===== config.mk =====
export PLATFORM = sky130hd
export DESIGN_NAME = svs_csr
export DESIGN_NICKNAME = d
export VERILOG_FILES = /design/src/rtl/svs_pkg.sv /design/src/rtl/svs_csr.sv
export SDC_FILE = /design/constraint.sdc
export NUM_CORES = 1
export LEC_CHECK = 0
export ABC_CLOCK_PERIOD_IN_PS = 1200
export BUFFER_PORTS_ARGS = -buffer_cell sky130_fd_sc_hd__buf_2
export CELL_PAD_IN_SITES_DETAIL_PLACEMENT = 0
export CELL_PAD_IN_SITES_GLOBAL_PLACEMENT = 1
export CORE_UTILIZATION = 34
export CTS_BUF_LIST = sky130_fd_sc_hd__clkbuf_8
export CTS_CLUSTER_SIZE = 12
export DETAILED_ROUTE_END_ITERATION = 10
export PLACE_DENSITY_LB_ADDON = 0.1
export SLEW_MARGIN = 25
export SYNTH_ARGS = -nofsm -noshare
export SYNTH_HDL_FRONTEND = slang
export SYNTH_SLANG_ARGS = --single-unit

===== constraint.sdc =====
create_clock -name clock -period 1.2 [get_ports clock]
set_input_delay 0 -clock clock [delete_from_list [all_inputs] [get_ports clock]]
set_output_delay 0 -clock clock [all_outputs]
set_load 0.02 [all_outputs]

===== src/rtl/svs_pkg.sv =====
`default_nettype none

package svs_pkg;

   // Defaults for the top-level parameters.
   localparam int MAX_GRID_DEF   = 64;
   localparam int MAX_RADIUS_DEF = 16;
   localparam int FRAC_BITS_DEF  = 8;

   // Bitmap geometry: one 64-bit word per (y, z) row, 64 x 64 rows.
   localparam int WORD_W  = 64;
   localparam int ROW_W   = 6;
   localparam int ADDR_W  = 2 * ROW_W;
   localparam int DEPTH   = 1 << ADDR_W;

   // Width of a window corner or centre after rounding, for any fraction width.
   localparam int BASE_W  = 18;

   // Configuration port.
   localparam int CFG_AW  = 5;
   localparam int CFG_DW  = 32;

   // Register indexes.
   localparam logic [2:0] REG_GRID_SIZE_X     = 3'd0;
   localparam logic [2:0] REG_GRID_SIZE_Y     = 3'd1;
   localparam logic [2:0] REG_GRID_SIZE_Z     = 3'd2;
   localparam logic [2:0] REG_SPHERE_RADIUS   = 3'd3;
   localparam logic [2:0] REG_RADIUS_SQ_LIMIT = 3'd4;
   localparam logic [2:0] REG_GRID_PADDING    = 3'd5;

   // Request kinds.
   typedef enum logic [1:0] {
      KIND_STAMP = 2'd0,
      KIND_READ  = 2'd1,
      KIND_CLEAR = 2'd2,
      KIND_NOP   = 2'd3
   } kind_type;

   // Configuration register contents.
   typedef struct packed {
      logic [6:0]  grid_size_x;
      logic [6:0]  grid_size_y;
      logic [6:0]  grid_size_z;
      logic [4:0]  sphere_radius;
      logic [10:0] radius_sq_limit;
      logic [6:0]  grid_padding;
   } cfg_type;

   // Window of one axis: clipped range [start, stop) and the sphere centre.
   typedef struct packed {
      logic                     valid;
      logic [6:0]               start;
      logic [6:0]               stop;
      logic signed [BASE_W-1:0] centre;
   } axis_win_type;

   // Square of a small signed offset.
   function automatic logic [10:0] square6(input logic signed [5:0] v);
      logic [5:0] m;
      m = v[5] ? 6'(-v) : 6'(v);
      return 11'({5'b0, m} * {5'b0, m});
   endfunction

endpackage

`default_nettype wire


===== src/rtl/svs_csr.sv =====
`default_nettype none

module svs_csr
   import svs_pkg::*;
(
   input  wire logic              clock,
   input  wire logic              reset,
   input  wire logic              csr_psel,
   input  wire logic              csr_penable,
   input  wire logic              csr_pwrite,
   input  wire logic [CFG_AW-1:0] csr_paddr,
   input  wire logic [CFG_DW-1:0] csr_pwdata,
   output logic      [CFG_DW-1:0] csr_prdata,
   output logic                   csr_pready,
   output cfg_type                cfg
);

   cfg_type     cfg_ff;
   cfg_type     cfg_in;
   logic [2:0]  index;
   logic        write;

   assign csr_pready = 1'b1;
   assign index      = csr_paddr[CFG_AW-1:2];
   assign write      = csr_psel && csr_penable && csr_pwrite && csr_pready;

   // Register writes, each masked to the register's width.
   always_comb begin
      cfg_in = cfg_ff;
      if (write) begin
         case (index)
            REG_GRID_SIZE_X:     cfg_in.grid_size_x     = csr_pwdata[6:0];
            REG_GRID_SIZE_Y:     cfg_in.grid_size_y     = csr_pwdata[6:0];
            REG_GRID_SIZE_Z:     cfg_in.grid_size_z     = csr_pwdata[6:0];
            REG_SPHERE_RADIUS:   cfg_in.sphere_radius   = csr_pwdata[4:0];
            REG_RADIUS_SQ_LIMIT: cfg_in.radius_sq_limit = csr_pwdata[10:0];
            REG_GRID_PADDING:    cfg_in.grid_padding    = csr_pwdata[6:0];
            default:             cfg_in = cfg_ff;
         endcase
      end
   end

   always_ff @(posedge clock) begin
      if (reset) begin
         cfg_ff.grid_size_x     <= 7'd64;
         cfg_ff.grid_size_y     <= 7'd64;
         cfg_ff.grid_size_z     <= 7'd64;
         cfg_ff.sphere_radius   <= 5'd4;
         cfg_ff.radius_sq_limit <= 11'd16;
         cfg_ff.grid_padding    <= 7'd16;
      end else begin
         cfg_ff <= cfg_in;
      end
   end

   // Read-back multiplexer.
   always_comb begin
      case (index)
         REG_GRID_SIZE_X:     csr_prdata = CFG_DW'(cfg_ff.grid_size_x);
         REG_GRID_SIZE_Y:     csr_prdata = CFG_DW'(cfg_ff.grid_size_y);
         REG_GRID_SIZE_Z:     csr_prdata = CFG_DW'(cfg_ff.grid_size_z);
         REG_SPHERE_RADIUS:   csr_prdata = CFG_DW'(cfg_ff.sphere_radius);
         REG_RADIUS_SQ_LIMIT: csr_prdata = CFG_DW'(cfg_ff.radius_sq_limit);
         REG_GRID_PADDING:    csr_prdata = CFG_DW'(cfg_ff.grid_padding);
         default:             csr_prdata = '0;
      endcase
   end

   assign cfg = cfg_ff;

endmodule

`default_nettype wire


==> results.yml <==
global_route:
  grt_pass1_vias: 2173
  grt_start_max_net_pins: 26
  gr-total-overflow: 0
  antenna_found_initial: 0
  grtUsageTotal_pct: 20.1
  grt_pass1_wl_um: 11300
drt:
  postRouteAntennaNets: 0
  drc: 0
  routed_via_density: 4.64
  vias: 2212
  finalWirelength_um: 7070
  drt-initial-drc-count: 70
  wl_per_cell_um: 14.8
  firstDrtPassIters: 4
yosys:
  postSynthCellCount: 266
  yosysTopAreaCellShare_pct: 36.7
  synth-edff-count: 0
  synth_top_area_cell: "dfxtp_1"
  syn_area_per_cell_sq_um: 9.03
  ys.flop_type: "dfxtp_1"
  ys.warnings.count: 0
  ys_seq_area_share_pct: 36.7
  synth_seq_cells: 44
  ys_top_cells_by_area: "dfxtp_1, mux2i_1, buf_4, nand2b_1, o21ai_0"
  synth_cell_type_count: 37
  netlist_area_sq_um: 2400
  async_reset_ff_share_pct: 0
floorplanning:
  fp.coreArea_sq_um: 6790
  die-width_um: 86.1
  start_util_pct: 35.4
  row_count: 30
  pin_count: 119
  dieHeight_um: 86.1
  die_area_sq_um: 7410
clock_network:
  cts.path.max_buffers: 2
  clkLatencyLatePin_ns: 0.30
  cts_sinks: 44
  cts-root-buf: "clkbuf_8"
  cts_tree: "done"
  cts_inserted_buffers: 5
  clk_pin_slew_ns: 0.08
  cts_max_level: 2
power_and_ir_drop:
  p_per_area_nw_per_um2: 868
  p_int_mw: 2.13
  p_sw_share_pct: 27.7
  netSwitchingPower_mw: 0.815
  clkPwrFrac_pct: 33.5
  p_seq_share_pct: 50.2
  power_frac_comb_pct: 16.3
  leakagePower_nw: 1.61
  ir_drop_uv: 496
run_status:
  status: "finished with violations"
  violations: "setup timing"
timing:
  holdWs_ns: 0.0173
  setup_viol: 7
  rsz0062_at_grt: "true"
  hold_viol_final: 0
  fmax_mhz: 768
  fin_crit_sh_pct: 108
  fin_skew_ns: 0
  final_max_slew_viol_count: 0
  finalCriticalPeriod_ns: 1.30
  finalWorstSetupSlack_ns: -0.102
finish:
  n_antenna_cell: 0
  fillers: 688
  seq_area_sq_um: 903
  drive_gt1_share_pct: 43.8
  fin_cells: 477
  largest_reg_flops: 44
  syn_to_final_growth_pct: 41.0
  num-nets-final: 422
  multi_input_area_sq_um: 1390
  final_cell_mix: "buf_2, buf_4, mux2i_1"
  layout_commonest_cell: "buf_2"
flow_run:
  drv_cap: 0
hold_path:
  hold_class: "in -> reg"
worst_setup_path:
  path_class: "reg -> out"
  path_max_fanout: 2
  end_kind: "primary output"
  rrSetupSlack_ns: 0.38
  cp.required_ns: 1.20
  crit_arrival_ns: 1.30
  startpoint_type: "flop"
placement:
  dp_hpwl_um: 5190
  place_inst: 445
  gp_congestion: 0.811
  io_buffers: 73
==> cell type report <==
class	instances	area share, %
multi-input combinational	200	40.9
tap	96	3.55
clock inverter	2	0.332
sequential	44	26.7
clock buffer	6	2.44
timing repair buffer	129	26.1
==> worst max-delay path: stages (launching register included) <==
cell and delay [ns]:
dfxtp_2 0.34, mux2_2 0.27, a22oi_2 0.15, o22ai_1 0.09
buf_4 0.16
==> stage by stage <==
stage / utilization, % / TNS [ns] / worst slack (ns) / total power, mW / cell area, sq um
global placement: 43.8 / 0 / 0.0270 / 1.94 / 2980
global route: 49.9 / -0.782 / -0.148 / 3.09 / 3390
finish: 49.9 / -0.380 / -0.102 / 2.94 / 3390
detailed placement: 43.8 / -0.00437 / -0.00437 / 1.94 / 2980
CTS: 49.5 / -0.500 / -0.125 / 2.98 / 3360
floorplan: - / 0 / 0.0461 / 1.82 / 2480
==> per-layer routing <==
metal	vias to the layer above	global-route usage, %	part of all wire (%)
li1	1111	-	-
met1	1031	26.3	47
met2	64	33.8	48
met3	6	3.18	4.0
met4	0	6.21	1.4
met5	-	0	0
==> final timing paths <==
| kind | end | cells past startpoint | startpoint |
|---|---|---|---|
| worst max-delay path | csr_prdata[1] | 4 | cfg[24] |
| worst min-delay path | cfg[19] | 2 | reset |
| worst max register to register | cfg[12] | 4 | cfg[12] |
| worst min register to register | cfg[6] | 2 | cfg[6] |
==> synth_stat cells, types with 2 or more instances <==
cell and count:
mux2i_1 34, and2_1 4, nand4b_1 4, nor2_1 11, conb_1 2, nand3_1 10
o221ai_1 3, a22oi_1 5, a21oi_1 17, nand2b_1 29, mux2_2 6, nand2_1 3
nor2b_1 7, buf_2 5, buf_6 2, dfxtp_1 44, clkbuf_1 8, o21ai_0 25
buf_4 26, o22ai_1 3, or3_1 2
==> kinds of logic after synthesis <==
group | after synthesis | synth area share (%)
compound gates | 55 | 12.7
other cells | 2 | 0.313
buf+inv | 42 | 11.6
simple gates | 83 | 21.8
flops | 44 | 36.7
mux | 40 | 17.0
==> power groups by stage <==
| stage | clock network (mW) | registers, mW | logic (mW) |
|---|---|---|---|
| 2_1_floorplan | 0 | 1.52 | 0.296 |
| 3_3_place_gp | 0 | 1.51 | 0.431 |
| 3_5_place_dp | 0 | 1.51 | 0.432 |
| 4_1_cts | 1.02 | 1.48 | 0.478 |
| 5_1_grt | 1.10 | 1.48 | 0.518 |
| 6_report | 0.985 | 1.48 | 0.479 |
==> timing repair <==
item / in CTS / in global routing
setup endpoints to repair: 7 / 7
pin swaps: 8 / 4
endpoints found under the hold margin: 14 / 0
resized for setup: 34 / 7
hold buffers: 10 / 0
setup buffers: 14 / 0
gates cloned: 0 / 0
No activity file was read; power rests on OpenSTA's default activity.
