`src/rtl/svs_pkg.sv`:
```
`default_nettype none

package svs_pkg;

   // Defaults for the top-level parameters.
   localparam int MAX_GRID_DEF   = 64;
   localparam int MAX_RADIUS_DEF = 16;
   localparam int FRAC_BITS_DEF  = 8;

   // Bitmap geometry: one 64-bit word per (y, z) row, 64 x 64 rows.
   localparam int WORD_W  = 64;
   localparam int ROW_W   = 6;
   localparam int ADDR_W  = 2 * ROW_W;
   localparam int DEPTH   = 1 << ADDR_W;

   // Width of a window corner or centre after rounding, for any fraction width.
   localparam int BASE_W  = 18;

   // Configuration port.
   localparam int CFG_AW  = 5;
   localparam int CFG_DW  = 32;

   // Register indexes.
   localparam logic [2:0] REG_GRID_SIZE_X     = 3'd0;
   localparam logic [2:0] REG_GRID_SIZE_Y     = 3'd1;
   localparam logic [2:0] REG_GRID_SIZE_Z     = 3'd2;
   localparam logic [2:0] REG_SPHERE_RADIUS   = 3'd3;
   localparam logic [2:0] REG_RADIUS_SQ_LIMIT = 3'd4;
   localparam logic [2:0] REG_GRID_PADDING    = 3'd5;

   // Request kinds.
   typedef enum logic [1:0] {
      KIND_STAMP = 2'd0,
      KIND_READ  = 2'd1,
      KIND_CLEAR = 2'd2,
      KIND_NOP   = 2'd3
   } kind_type;

   // Configuration register contents.
   typedef struct packed {
      logic [6:0]  grid_size_x;
      logic [6:0]  grid_size_y;
      logic [6:0]  grid_size_z;
      logic [4:0]  sphere_radius;
      logic [10:0] radius_sq_limit;
      logic [6:0]  grid_padding;
   } cfg_type;

   // Window of one axis: clipped range [start, stop) and the sphere centre.
   typedef struct packed {
      logic                     valid;
      logic [6:0]               start;
      logic [6:0]               stop;
      logic signed [BASE_W-1:0] centre;
   } axis_win_type;

   // Square of a small signed offset.
   function automatic logic [10:0] square6(input logic signed [5:0] v);
      logic [5:0] m;
      m = v[5] ? 6'(-v) : 6'(v);
      return 11'({5'b0, m} * {5'b0, m});
   endfunction

endpackage

`default_nettype wire

```
`src/rtl/svs_axis.sv`:
```
`default_nettype none

module svs_axis
   import svs_pkg::*;
#(
   parameter int FRAC_BITS = FRAC_BITS_DEF
) (
   input  wire logic               clock,
   input  wire logic               reset,
   input  wire logic               start,
   input  wire logic signed [15:0] centre_pos,
   input  wire logic signed [7:0]  shift,
   input  wire logic [6:0]         dim,
   input  wire logic [4:0]         radius,
   output axis_win_type            win
);

   // Wide enough for the shifted fixed-point position and its negation.
   localparam int PW = ((FRAC_BITS + 8 > 16) ? FRAC_BITS + 8 : 16) + 2;
   localparam logic [PW-1:0] HALF = PW'((2 ** FRAC_BITS) / 2);

   logic                     v1_ff, v2_ff, v3_ff;
   logic signed [PW-1:0]     pos_ff;
   logic signed [BASE_W-1:0] corner_ff;
   logic [6:0]               start_ff, stop_ff;
   logic signed [BASE_W-1:0] centre_ff;

   logic [PW-1:0]            mag;
   logic [PW-1:0]            rnd;
   logic signed [PW-1:0]     corner_in;
   logic signed [BASE_W-1:0] dim_s;
   logic signed [BASE_W-1:0] span_end;
   logic [6:0]               start_in, stop_in;

   // Rounding of the position half away from zero.
   always_comb begin
      mag       = pos_ff[PW-1] ? PW'(-pos_ff) : PW'(pos_ff);
      rnd       = (mag + HALF) >> FRAC_BITS;
      corner_in = pos_ff[PW-1] ? -$signed(rnd) : $signed(rnd);
   end

   // Clipping of the window [corner, corner + 2r) to [0, dim).
   always_comb begin
      dim_s    = $signed(BASE_W'(dim));
      span_end = corner_ff + $signed(BASE_W'({radius, 1'b0}));
      if (corner_ff < 0) begin
         start_in = 7'd0;
      end else if (corner_ff >= dim_s) begin
         start_in = dim;
      end else begin
         start_in = corner_ff[6:0];
      end
      if (span_end <= 0) begin
         stop_in = 7'd0;
      end else if (span_end < dim_s) begin
         stop_in = span_end[6:0];
      end else begin
         stop_in = dim;
      end
   end

   always_ff @(posedge clock) begin
      if (reset) begin
         v1_ff <= 1'b0;
         v2_ff <= 1'b0;
         v3_ff <= 1'b0;
      end else begin
         v1_ff <= start;
         v2_ff <= v1_ff;
         v3_ff <= v2_ff;
      end
   end

   // Three stages: shifted position, rounded corner, clipped window and centre.
   always_ff @(posedge clock) begin
      if (start) begin
         pos_ff <= PW'(centre_pos) + (PW'(shift) <<< FRAC_BITS);
      end
      if (v1_ff) begin
         corner_ff <= BASE_W'(corner_in);
      end
      if (v2_ff) begin
         start_ff  <= start_in;
         stop_ff   <= stop_in;
         centre_ff <= corner_ff + $signed(BASE_W'(radius));
      end
   end

   assign win.valid  = v3_ff;
   assign win.start  = start_ff;
   assign win.stop   = stop_ff;
   assign win.centre = centre_ff;

endmodule

`default_nettype wire

```
`config.mk`:
```
export PLATFORM = sky130hd
export DESIGN_NAME = svs_axis
export DESIGN_NICKNAME = d
export VERILOG_FILES = /design/src/rtl/svs_pkg.sv /design/src/rtl/svs_axis.sv
export SDC_FILE = /design/constraint.sdc
export NUM_CORES = 1
export LEC_CHECK = 0
export BUFFER_PORTS_ARGS = -buffer_cell sky130_fd_sc_hd__buf_2
export CORE_UTILIZATION = 60
export CTS_BUF_LIST = sky130_fd_sc_hd__clkbuf_8
export CTS_CLUSTER_DIAMETER = 60
export DETAILED_ROUTE_END_ITERATION = 16
export PLACE_DENSITY = 0.83
export SLEW_MARGIN = 20
export SYNTH_ARGS = -nofsm -noshare
export SYNTH_HDL_FRONTEND = slang
export SYNTH_SLANG_ARGS = --single-unit
```
`constraint.sdc`:
```
create_clock -name clock -period 4.78 [get_ports clock]
set_clock_uncertainty 0.2 [all_clocks]
set_input_delay 0.956 -clock clock [delete_from_list [all_inputs] [get_ports clock]]
set_output_delay 0.956 -clock clock [all_outputs]
set_load 0.01 [all_outputs]
```
==> flow_summary.toml <==
[route]
dr.pass1.iters = 5
drt-wirelength-per-cell_um = 14.4
post-route-drc-count = 0
drtIter0Drc = 117
ant_nets = 0
vias = 3645
avgViaCountPerCell = 5.84
drt_wl_total_mm = 9.00

[sta]
worst_hold_slack_ns = 0.261
tightestPinTransition_ns = 0.943
layout_setup_ws_ns = 0.981
final_max_slew_viol_count = 0
fmax_mhz = 263
fin_crit_ns = 3.80
min_period_over_period_pct = 79.5
rsz0062_at_grt = "no"
setup_viol = 0
tns_ns = 0
timing_hold_violations_final = 0
slew_headroom_pct = 36.7

[critical_path]
crit_path_end_kind = "flop"
start_kind = "input port"
crit_fanout = 4
worstPathArrival_ns = 3.68
r2r_slack_ns = 1.00
crit_type = "input port to flop"
worstPathRequired_ns = 4.66

[clock_tree]
post_cts_buffers = 0
cts_resized = 0
clkSinkCount = 70
holdBufCountCts = 0
cts_tree = "built"
numCtsBuffers = 9
htree_levels = 3
clock_path_buffers = 2
insertion_delay_ns = 0.35
clk_root_buffer_cell = "clkbuf_8"
clkTransAtPathRegs_ns = 0.07

[synthesis]
yosysTopAreaCell = "edfxtp_1"
synthDistinctLibCells = 70
syn_nets = 530
ys_ff_latch = 70
yosys-top-cells-area = "edfxtp_1 (42%), ha_1 (8.6%), xnor2_1 (4.7%)"
synthArstFlopShare_pct = 0
netlist_area_mm2 = 0.00480
ys.flop_type = "edfxtp_1"
synth_edf_count = 67
yosysWarnings = 0
synth_top_area_share_pct = 41.9
synth_cells = 455
avgSynthCellArea_um2 = 10.6
ys_seq_area_share_pct = 43.2

[global_route]
antenna_found_initial = 0
grt_use_total_pct = 22.9
grt_pass1_wl_mm = 15.2
use_met3_pct = 5.03
grt_max_degree = 36
met1_usage_pct = 26.5
grt_pass1_vias = 3433
gr-total-overflow = 0
grt_util_met2_pct = 40.9
busiest_layer = "met2"

[pwr]
power.density_mw_per_mm2 = 327
power.leakage_nw = 2.21
ir_drop_mv = 0.239
total_power_mw = 1.75

[final_layout]
nNetsFinal = 592
drive_above_1_share_pct = 20.3
antenna_cells = 0
stdcell_area_mm2 = 0.00536
area_delta_synth_final_pct = 11.6

[placement]
io_buffers = 71
post-place-ws_ns = 0.625
gp_congestion = 0.833
dp_hpwl_mm = 6.86
dpl_cell_area_mm2 = 0.00519

[die]
die_area_mm2 = 0.00836
die_x_um = 91.5
floorplan.die.height_um = 91.5
rows = 32
coreArea_mm2 = 0.00773
ios = 72
initial_core_util_pct = 62.1

[run_status]
status = "complete, no violations"

[min_path]
min_path_type = "flop to flop"

[run]
drv_cap = 0
## placed cells by master (no fill, tap or decap), types with 5 or more instances in the layout
cell type  netlist  routed
o21ai_0         11      11
nand2_1         26      26
nor2b_1         12      12
xor2_1          15      15
nor2_1          29      29
ha_1            33      33
nand4_1          7       7
and3_1           8       8
clkbuf_8         0       9
buf_2            1      71
o21a_1          13      13
inv_1           28      29
a21oi_1         16      16
a21o_1          12      12
xnor2_1         26      26
nand3_1         16      16
nand2b_1         8       8
edfxtp_1        67      67
nor3_1          11      11
mux2i_1          7       7
o211ai_1         5       5
## worst max-delay path: stages
cell,delay [ns]
buf_2,0.11
ha_1,0.22
fa_1,0.40
a21o_1,0.17
a21oi_1,0.27
xnor2_1,0.17
ha_1,0.31
nor3_1,0.05
a211oi_1,0.36
and4b_1,0.29
and3_1,0.24
o2bb2ai_1,0.14
## metal layers
layer	share of wire, %	vias to the layer above
met5	0	-
met1	41	1669
li1	-	1812
met3	6.0	20
met2	51	144
met4	2.1	0
## area by class of cell
cell class	count	area, µm²
timing repair buffer	74	378
sequential	70	2070
tap	102	128
clock buffer	9	124
fill	574	2370
multi-input combinational	334	2510
inverter	28	105
clock inverter	7	42.5
## metrics by stage
| stage | utilization [%] | cells |
|---|---|---|
| after floorplan | - | 455 |
| after global placement | 67.2 | 608 |
| after detailed placement | 67.2 | 608 |
| after CTS | 69.3 | 624 |
| after global routing | 69.3 | 624 |
| final | 69.3 | 624 |
## sequential cells by signal, indices dropped and copies added (netlist names)
name       cells
pos_ff        17
stop_ff        7
corner_ff     18
v1_ff          1
v2_ff          1
centre_ff     18
v3_ff          1
start_ff       7
## where the power goes
group / switching, mW / internal (mW)
sequential: 0.0783 / 0.753
clock: 0.224 / 0.184
combinational: 0.275 / 0.236
## cell usage after synthesis, types with 2 or more instances
master and number:
inv_1 28, nand2_1 26, nor2b_1 12, nand3b_1 3, o31ai_1 2, nand3_1 16, o21bai_1 3, nor3_1 11
nor4_1 4, a21o_1 12, o21ai_1 4, or4_4 3, or4_1 3, ha_1 33, and3_1 8, nor3b_1 3
xnor2_1 26, clkbuf_1 16, buf_6 3, o21a_1 13, buf_1 2, a31oi_1 3, nand2b_1 8, dfxtp_1 3
nor2_1 29, nand4_1 7, edfxtp_1 67, o21ai_0 11, a21oi_1 16, xor2_1 15, a211oi_1 2, o2bb2ai_1 4
xnor2_2 2, and4_1 2, a211o_1 3, or3_1 4, o211ai_1 5, a32oi_1 2, fa_1 3, o221ai_1 2
mux2i_1 7
## worst paths after layout
| path | from | to | cells past startpoint |
|---|---|---|---|
| worst max-delay path | radius[0] | stop_ff[1] | 12 |
| worst min-delay path | v2_ff | v3_ff | 1 |
| worst max register to register | pos_ff[7] | corner_ff[12] | 11 |
| worst min register to register | v2_ff | v3_ff | 1 |
## cells by family (layout without fill, tap and decap cells)
family          after synthesis  count (layout)  synth area share [%]
compound gates              100             100                  15.8
xor+xnor                     44              44                  8.50
fa+ha+maj                    36              36                  9.85
buf+inv                      51             118                  4.56
flops                        70              70                  43.2
mux                           8               8                  1.69
simple gates                146             146                  16.5
(Power assumes the default switching activity.)
